===== src/rtl/clist_pkg.sv =====
// ---------------------------------------------------------------------------
// clist_pkg
// Shared field widths and operation codes for the circular list block.
// ---------------------------------------------------------------------------
package clist_pkg;

   // Width of the entry and head fields on the ports
   localparam int ENTRY_W = 4;
   // One membership bit for every value the entry field can carry
   localparam int MEMBER_N = 1 << ENTRY_W;

   // Operation codes carried on req_kind
   localparam logic KIND_INSERT = 1'b0;
   localparam logic KIND_REMOVE = 1'b1;

   // Status codes carried on rsp_status
   localparam logic STATUS_DONE   = 1'b0;
   localparam logic STATUS_REJECT = 1'b1;

   typedef logic [ENTRY_W-1:0] entry_type;

endpackage


===== src/rtl/clist_link_mem.sv =====
// ---------------------------------------------------------------------------
// clist_link_mem
// One link store: synchronous memory, one write and one read port,
// read data registered.
// ---------------------------------------------------------------------------
module clist_link_mem #(
   parameter int DEPTH  = 16,
   parameter int ADDR_W = 4
) (
   input  logic              clock,
   input  logic              wr_en,
   input  logic [ADDR_W-1:0] wr_addr,
   input  logic [ADDR_W-1:0] wr_data,
   input  logic              rd_en,
   input  logic [ADDR_W-1:0] rd_addr,
   output logic [ADDR_W-1:0] rd_data
);

   logic [ADDR_W-1:0] mem [DEPTH];
   logic [ADDR_W-1:0] rd_data_ff;

   // write port
   always_ff @(posedge clock) begin
      if (wr_en) begin
         mem[wr_addr] <= wr_data;
      end
   end

   // registered read port
   always_ff @(posedge clock) begin
      if (rd_en) begin
         rd_data_ff <= mem[rd_addr];
      end
   end

   assign rd_data = rd_data_ff;

endmodule


===== src/rtl/circular_list_insert_remove_core.sv =====
// ---------------------------------------------------------------------------
// circular_list_insert_remove_core
// Circular doubly linked list over a fixed pool of entries. Next and prev
// links live in two synchronous memories; head, empty flag and membership
// bits live in flops.
//
//   channel  ports                                     beat taken when
//   -------  ----------------------------------------  ------------------
//   request  req_kind, req_entry                       start && !busy
//   result   rsp_head_entry, rsp_list_empty, rsp_status rsp_valid (1 cycle)
//
// Each operation runs in order: the accept edge reads the links, ST_WR1
// writes at most one entry of each link store and updates head and
// membership, ST_WR2 writes a second entry of each store for an insert
// into a non-empty list while rsp_valid is high. A new beat may be taken
// in ST_WR2, before the last is through; its reads are patched from those writes.
// Reset clears head, empty flag, membership and control; links need none.
// The receiver cannot stall, so the result is shown for exactly one cycle.
// ---------------------------------------------------------------------------
module circular_list_insert_remove_core #(
   parameter int ENTRIES = 16
) (
   input  logic                  clock,
   input  logic                  reset,
   input  logic                  start,
   output logic                  busy,
   input  logic                  req_kind,
   input  clist_pkg::entry_type  req_entry,
   output logic                  rsp_valid,
   output clist_pkg::entry_type  rsp_head_entry,
   output logic                  rsp_list_empty,
   output logic                  rsp_status
);
   import clist_pkg::*;

   localparam int IDX_W = (ENTRIES > 1) ? $clog2(ENTRIES) : 1;

   localparam logic [1:0] ST_IDLE = 2'd0;
   localparam logic [1:0] ST_WR1  = 2'd1;
   localparam logic [1:0] ST_WR2  = 2'd2;

   logic [1:0]          state_ff, state_in;
   logic                accept;

   // list state
   logic [IDX_W-1:0]    head_ff, head_in;
   logic                empty_ff, empty_in;
   logic [MEMBER_N-1:0] member_ff, member_in;

   // operation in flight
   logic                kind_ff;
   entry_type           entry_ff;
   logic                reject_ff, reject_in;
   logic [IDX_W-1:0]    rd_next_addr_ff, rd_next_addr;
   logic [IDX_W-1:0]    after_ff;
   logic                pair2_ff, pair2_in;

   // link memory ports
   logic                next_wr_en, prev_wr_en;
   logic [IDX_W-1:0]    next_wr_addr, next_wr_data, prev_wr_addr, prev_wr_data;
   logic [IDX_W-1:0]    next_rd_data, prev_rd_data;
   logic [IDX_W-1:0]    next_val, prev_val;

   // forwarding of the previous cycle's writes
   logic                fwd_next_en_ff, fwd_prev_en_ff;
   logic [IDX_W-1:0]    fwd_next_addr_ff, fwd_next_data_ff;
   logic [IDX_W-1:0]    fwd_prev_addr_ff, fwd_prev_data_ff;

   // result registers
   logic                rsp_valid_ff;
   entry_type           rsp_head_ff;
   logic                rsp_empty_ff, rsp_status_ff;

   logic [IDX_W-1:0]    entry_idx, req_idx;
   logic                in_range, member_hit, single;

   assign busy      = (state_ff == ST_WR1);
   assign accept    = start && !busy;
   assign req_idx   = IDX_W'(req_entry);
   assign entry_idx = IDX_W'(entry_ff);

   // accept-time checks
   assign in_range   = (32'(req_entry) < ENTRIES);
   assign member_hit = member_ff[req_entry];
   always_comb begin
      if (!in_range) begin
         reject_in = 1'b1;
      end else if (req_kind == KIND_INSERT) begin
         reject_in = member_hit;
      end else begin
         reject_in = !member_hit;
      end
   end

   // insert needs next[head], remove needs next[entry]
   assign rd_next_addr = (req_kind == KIND_INSERT) ? head_ff : req_idx;

   clist_link_mem #(.DEPTH(ENTRIES), .ADDR_W(IDX_W)) u_next_mem (
      .clock   (clock),
      .wr_en   (next_wr_en),
      .wr_addr (next_wr_addr),
      .wr_data (next_wr_data),
      .rd_en   (accept),
      .rd_addr (rd_next_addr),
      .rd_data (next_rd_data)
   );

   clist_link_mem #(.DEPTH(ENTRIES), .ADDR_W(IDX_W)) u_prev_mem (
      .clock   (clock),
      .wr_en   (prev_wr_en),
      .wr_addr (prev_wr_addr),
      .wr_data (prev_wr_data),
      .rd_en   (accept),
      .rd_addr (req_idx),
      .rd_data (prev_rd_data)
   );

   // patch read data with a write made on the read edge
   assign next_val = (fwd_next_en_ff && fwd_next_addr_ff == rd_next_addr_ff)
                     ? fwd_next_data_ff : next_rd_data;
   assign prev_val = (fwd_prev_en_ff && fwd_prev_addr_ff == entry_idx)
                     ? fwd_prev_data_ff : prev_rd_data;
   assign single   = (next_val == entry_idx);

   // link writes
   always_comb begin
      next_wr_en   = 1'b0;
      next_wr_addr = entry_idx;
      next_wr_data = entry_idx;
      prev_wr_en   = 1'b0;
      prev_wr_addr = entry_idx;
      prev_wr_data = entry_idx;
      if (state_ff == ST_WR1 && !reject_ff) begin
         if (kind_ff == KIND_INSERT) begin
            next_wr_en = 1'b1;
            prev_wr_en = 1'b1;
            if (!empty_ff) begin
               next_wr_data = next_val;
               prev_wr_data = head_ff;
            end
         end else if (!single) begin
            // unlink: prev[n] = p, next[p] = n
            prev_wr_en   = 1'b1;
            prev_wr_addr = next_val;
            prev_wr_data = prev_val;
            next_wr_en   = 1'b1;
            next_wr_addr = prev_val;
            next_wr_data = next_val;
         end
      end else if (state_ff == ST_WR2 && pair2_ff) begin
         // splice after head: next[h] = e, prev[after] = e
         next_wr_en   = 1'b1;
         next_wr_addr = head_ff;
         prev_wr_en   = 1'b1;
         prev_wr_addr = after_ff;
      end
   end

   // head, empty and membership update
   always_comb begin
      head_in   = head_ff;
      empty_in  = empty_ff;
      member_in = member_ff;
      pair2_in  = 1'b0;
      if (state_ff == ST_WR1 && !reject_ff) begin
         if (kind_ff == KIND_INSERT) begin
            member_in[entry_ff] = 1'b1;
            if (empty_ff) begin
               head_in  = entry_idx;
               empty_in = 1'b0;
            end else begin
               pair2_in = 1'b1;
            end
         end else begin
            member_in[entry_ff] = 1'b0;
            if (single) begin
               head_in  = '0;
               empty_in = 1'b1;
            end else if (head_ff == entry_idx) begin
               head_in = next_val;
            end
         end
      end
   end

   // sequencer
   always_comb begin
      state_in = state_ff;
      unique case (state_ff)
         ST_IDLE: begin
            if (accept) begin
               state_in = ST_WR1;
            end
         end
         ST_WR1: begin
            state_in = ST_WR2;
         end
         ST_WR2: begin
            state_in = accept ? ST_WR1 : ST_IDLE;
         end
         default: begin
            state_in = ST_IDLE;
         end
      endcase
   end

   // control registers
   always_ff @(posedge clock) begin
      if (reset) begin
         state_ff       <= ST_IDLE;
         head_ff        <= '0;
         empty_ff       <= 1'b1;
         member_ff      <= '0;
         pair2_ff       <= 1'b0;
         rsp_valid_ff   <= 1'b0;
         fwd_next_en_ff <= 1'b0;
         fwd_prev_en_ff <= 1'b0;
      end else begin
         state_ff       <= state_in;
         head_ff        <= head_in;
         empty_ff       <= empty_in;
         member_ff      <= member_in;
         pair2_ff       <= pair2_in;
         rsp_valid_ff   <= (state_ff == ST_WR1);
         fwd_next_en_ff <= next_wr_en;
         fwd_prev_en_ff <= prev_wr_en;
      end
   end

   // payload registers
   always_ff @(posedge clock) begin
      fwd_next_addr_ff <= next_wr_addr;
      fwd_next_data_ff <= next_wr_data;
      fwd_prev_addr_ff <= prev_wr_addr;
      fwd_prev_data_ff <= prev_wr_data;
      if (accept) begin
         kind_ff         <= req_kind;
         entry_ff        <= req_entry;
         reject_ff       <= reject_in;
         rd_next_addr_ff <= rd_next_addr;
      end
      if (state_ff == ST_WR1) begin
         after_ff      <= next_val;
         rsp_head_ff   <= ENTRY_W'(head_in);
         rsp_empty_ff  <= empty_in;
         rsp_status_ff <= reject_ff ? STATUS_REJECT : STATUS_DONE;
      end
   end

   assign rsp_valid      = rsp_valid_ff;
   assign rsp_head_entry = rsp_head_ff;
   assign rsp_list_empty = rsp_empty_ff;
   assign rsp_status     = rsp_status_ff;

endmodule

===== config.mk =====
export PLATFORM = sky130hd
export DESIGN_NAME = circular_list_insert_remove_core
export DESIGN_NICKNAME = d
export VERILOG_FILES = /design/src/rtl/clist_pkg.sv /design/src/rtl/clist_link_mem.sv /design/src/rtl/circular_list_insert_remove_core.sv
export SDC_FILE = /design/constraint.sdc
export NUM_CORES = 1
export LEC_CHECK = 0
export BUFFER_PORTS_ARGS = -buffer_cell sky130_fd_sc_hd__clkbuf_2
export CAP_MARGIN = 20
export CORE_MARGIN = 3
export CORE_UTILIZATION = 33
export CTS_CLUSTER_DIAMETER = 30
export DETAILED_ROUTE_END_ITERATION = 8
export HOLD_SLACK_MARGIN = 0.1
export PLACE_DENSITY_LB_ADDON = 0.12
export SLEW_MARGIN = 20
export SYNTH_ARGS = -nofsm -noshare
export SYNTH_HDL_FRONTEND = slang
export SYNTH_SLANG_ARGS = --single-unit

===== constraint.sdc =====
create_clock -name clock -period 6.3 [get_ports clock]
set_input_delay 0.63 -clock clock [delete_from_list [all_inputs] [get_ports clock]]
set_output_delay 0.63 -clock clock [all_outputs]
set_load 0.01 [all_outputs]

==> flow_summary_export.csv <==
group,metric,value,unit
run_status,outcome,"complete, no violations",
clock_tree,clk_latency,440,ps
setup_path,cp-start-kind,"register",
drt,vias_per_cell,5.28,
setup_path,path_buf_inv,1,
clock_tree,ctsLongestPathBuffers,2,
timing,slew_headroom,31.3,%
cells_and_area,fin_util,38.2,%
pwr,power.total,2770,uW
cells_and_area,fillers,2321,
timing,finalHoldViolCount,0,
die,core_area,0.0247,sq mm
flow_run,maxCapViolCount,0,
cells_and_area,nets,645,
clock_tree,cts_resized,0,
die,ioPinCount,16,
cells_and_area,area_growth,11.9,%
global_routing,grt_pass1_vias,5106,
cells_and_area,fin_cells,974,
synth,synth-async-reset-ratio,0,%
die,fp.dieH,166,microns
setup_path,startpoint,"state_ff[0]",
timing,min_period_over_period,57.2,%
setup_path,setup.worst_path.end_class,"register",
drt,vias,5143,
placement,dp_slack,2710,ps
setup_path,crit_arrival,3660,ps
synth,synth_edf_count,156,
global_routing,antenna_found_initial,0,
pwr,ir_drop,164,uV
worst_hold_path,hold_start,"start",
die,dieArea,0.0275,sq mm
cells_and_area,multi_input_area,0.00273,sq mm
placement,place.port_buffers,15,
pwr,p_per_area,293,mW/mm^2
placement,gp_routability_congestion,0.830,
setup_path,cp.required,6360,ps
global_routing,grt_max_degree,34,
drt,drtPass1Iterations,5,
cells_and_area,layout-drive-gt1-share,17.1,%
clock_tree,hold_buffers,0,
cells_and_area,num_antenna_cells,0,
clock_tree,cts-root-buf,"clkbuf_16",
cells_and_area,seq_area,0.00553,sq mm
die,rows,57,
timing,setup_viol,0,
die,die_x,166,microns
drt,routed_wl,20.1,mm
setup_path,critPathKind,"reg2reg",
timing,period_minus_slack,3600,ps
drt,final_antenna_net_count,0,
setup_path,slowest_delay,900,ps
timing,worst_slew_pin_slew,1020,ps
setup_path,timing.rr.start,"state_ff[0]",
timing,slew_violations,0,
setup_path,crit_slowest_cell,"nor4_1",
clock_tree,clk_pin_slew,80,ps
setup_path,worstPathCellList,"nand2b_1, nor2_1, nand2_1, o221ai_2, inv_1, nor4_1",
synth,netlist_instances,630,
drt,drc,0,
setup_path,crit_family,"simple AND/OR/NAND/NOR gates",
clock_tree,cts_sinks,198,
pwr,p_leak,0.00310,uW
clock_tree,post_cts_buffers,0,
clock_tree,ctsHtreeMaxLevel,4,
setup_path,cp_max_fo,13,
die,start_util,34.1,%
worst_hold_path,holdCritPathClass,"in2reg",
global_routing,grt_pass1_wl,31.3,mm
timing,clock.fmax,0.277,GHz
synth,synth_warnings,0,
synth,synth-seq-area-share,65.4,%
clock_tree,tritoncts,"done",
synth,synth_flop_cell,"edfxtp_1",
clock_tree,cts_buffers,17,
timing,finClkSkew,14.3,ps
placement,hpwl,13.4,mm
synth,avgSynthCellArea,13.4,sq um
global_routing,overflow,0,
timing,grt_setup_unrepaired,"no",
synth,syn_area,0.00844,sq mm
synth,ys_ff_latch,198,
global_routing,grtUsageTotal,14.8,%
placement,dp.cells,942,
timing,postLayoutSetupSlackWorst,2700,ps
drt,drt_iter0_markers,400,
synth,yosysUniqueCellTypes,63,
drt,wl_per_cell,20.7,microns
timing,finalSetupTns,0,ps
synth,syn-num-nets,638,
[synth_stat cells (all sizes together), types with 2 or more instances]
cell type | number | share of area [%]
mux2i | 8 | 0.95
and3 | 18 | 1.3
o22ai | 3 | 0.22
clkbuf | 22 | 0.98
nor2b | 5 | 0.37
a22oi | 4 | 0.36
nor4 | 5 | 0.44
nor2 | 63 | 2.8
or3 | 4 | 0.36
or2 | 2 | 0.15
xnor2 | 17 | 1.8
nand3 | 9 | 0.65
o21bai | 2 | 0.18
xor2 | 5 | 0.52
a31oi | 11 | 0.81
nand2 | 86 | 3.8
a221o | 4 | 0.47
a211oi | 11 | 0.98
mux2 | 6 | 0.84
o211ai | 3 | 0.33
edfxtp | 156 | 55
a311oi | 15 | 1.6
a21oi | 23 | 1.4
mux4 | 25 | 6.7
o21ai | 15 | 1.0
a2111o | 2 | 0.27
nand4 | 2 | 0.15
or3b | 3 | 0.34
o221ai | 2 | 0.28
dfxtp | 42 | 10
nand2b | 6 | 0.44
buf | 11 | 0.86
inv | 15 | 0.67
nor3 | 6 | 0.49
o221a | 3 | 0.50
nand3b | 3 | 0.27
and2 | 3 | 0.25
[layout make-up]
class	instances	share of cell area (%)
clock buffer	17	4.50
clock inverter	15	1.92
inverter	15	0.596
multi-input combinational	384	28.9
sequential	198	58.5
tap	324	4.29
timing repair buffer	21	1.27
[registers in the layout, summed over array words and instances, names as in the netlist, 2 cells and up, named ones only]
name,flops
u_next_mem.rd_data,4
u_next_mem.mem,64
fwd_next_data_ff,4
fwd_next_addr_ff,4
fwd_prev_data_ff,4
state_ff,2
after_ff,4
u_prev_mem.mem,64
entry_ff,4
u_prev_mem.rd_data,4
head_ff,4
rd_next_addr_ff,4
fwd_prev_addr_ff,4
rsp_head_entry,4
[metal layers]
metal	global-route usage (%)	vias to the layer above	routed length (microns)
met1	21.4	2607	9800
met5	0	-	0
met3	2.95	21	836
li1	-	2394	-
met4	4.20	0	289
met2	22.8	121	9220
[metrics by stage]
stage | area [sq um] | hold WS, ps
after floorplan | 8440 | 437
after global placement | 8830 | 447
after detailed placement | 8840 | 472
after CTS | 9450 | 448
after global routing | 9450 | 461
final | 9450 | 470
[cells by family (layout without fill, tap and decap cells)]
logic type | count (synthesis) | count (layout) | synth area share, %
AO/OA/AOI/OAI | 106 | 106 | 9.20
flip-flops | 198 | 198 | 65.4
multiplexers | 39 | 39 | 8.46
buffers and inverters | 48 | 68 | 2.50
AND/OR/NAND/NOR | 217 | 217 | 12.1
XOR/XNOR | 22 | 22 | 2.28
[power by group]
part | switching (uW) | internal, uW | total (uW)
Combinational | 139 | 70.3 | 209
Sequential | 22.4 | 1450 | 1470
Clock | 550 | 537 | 1090
[path summary, 6_finish.rpt]
check	cells past startpoint	slack, ps	to
hold reg to reg	2	480	register
setup / recovery	6	2700	u_prev_mem.mem[3][2]
hold / removal	2	470	state_ff[0]
setup reg to reg	6	2700	u_prev_mem.mem[3][2]
[cell usage in the layout (no fill, tap or decap), types with 6 or more instances in the layout]
cell,netlist,routed
clkbuf_16,0,17
a31oi_1,11,11
dfxtp_1,42,42
nor2_1,62,62
a21oi_1,23,22
a211oi_1,11,11
xnor2_1,17,17
mux2i_1,8,7
a311oi_1,15,15
nand2_1,86,86
o21ai_0,13,10
inv_1,15,15
mux4_2,25,25
clkbuf_2,0,15
edfxtp_1,156,156
nand3_1,7,7
clkinv_8,0,6
and3_1,18,18
buf_4,0,6
nand2b_1,6,6
(Power assumes the default switching activity.)
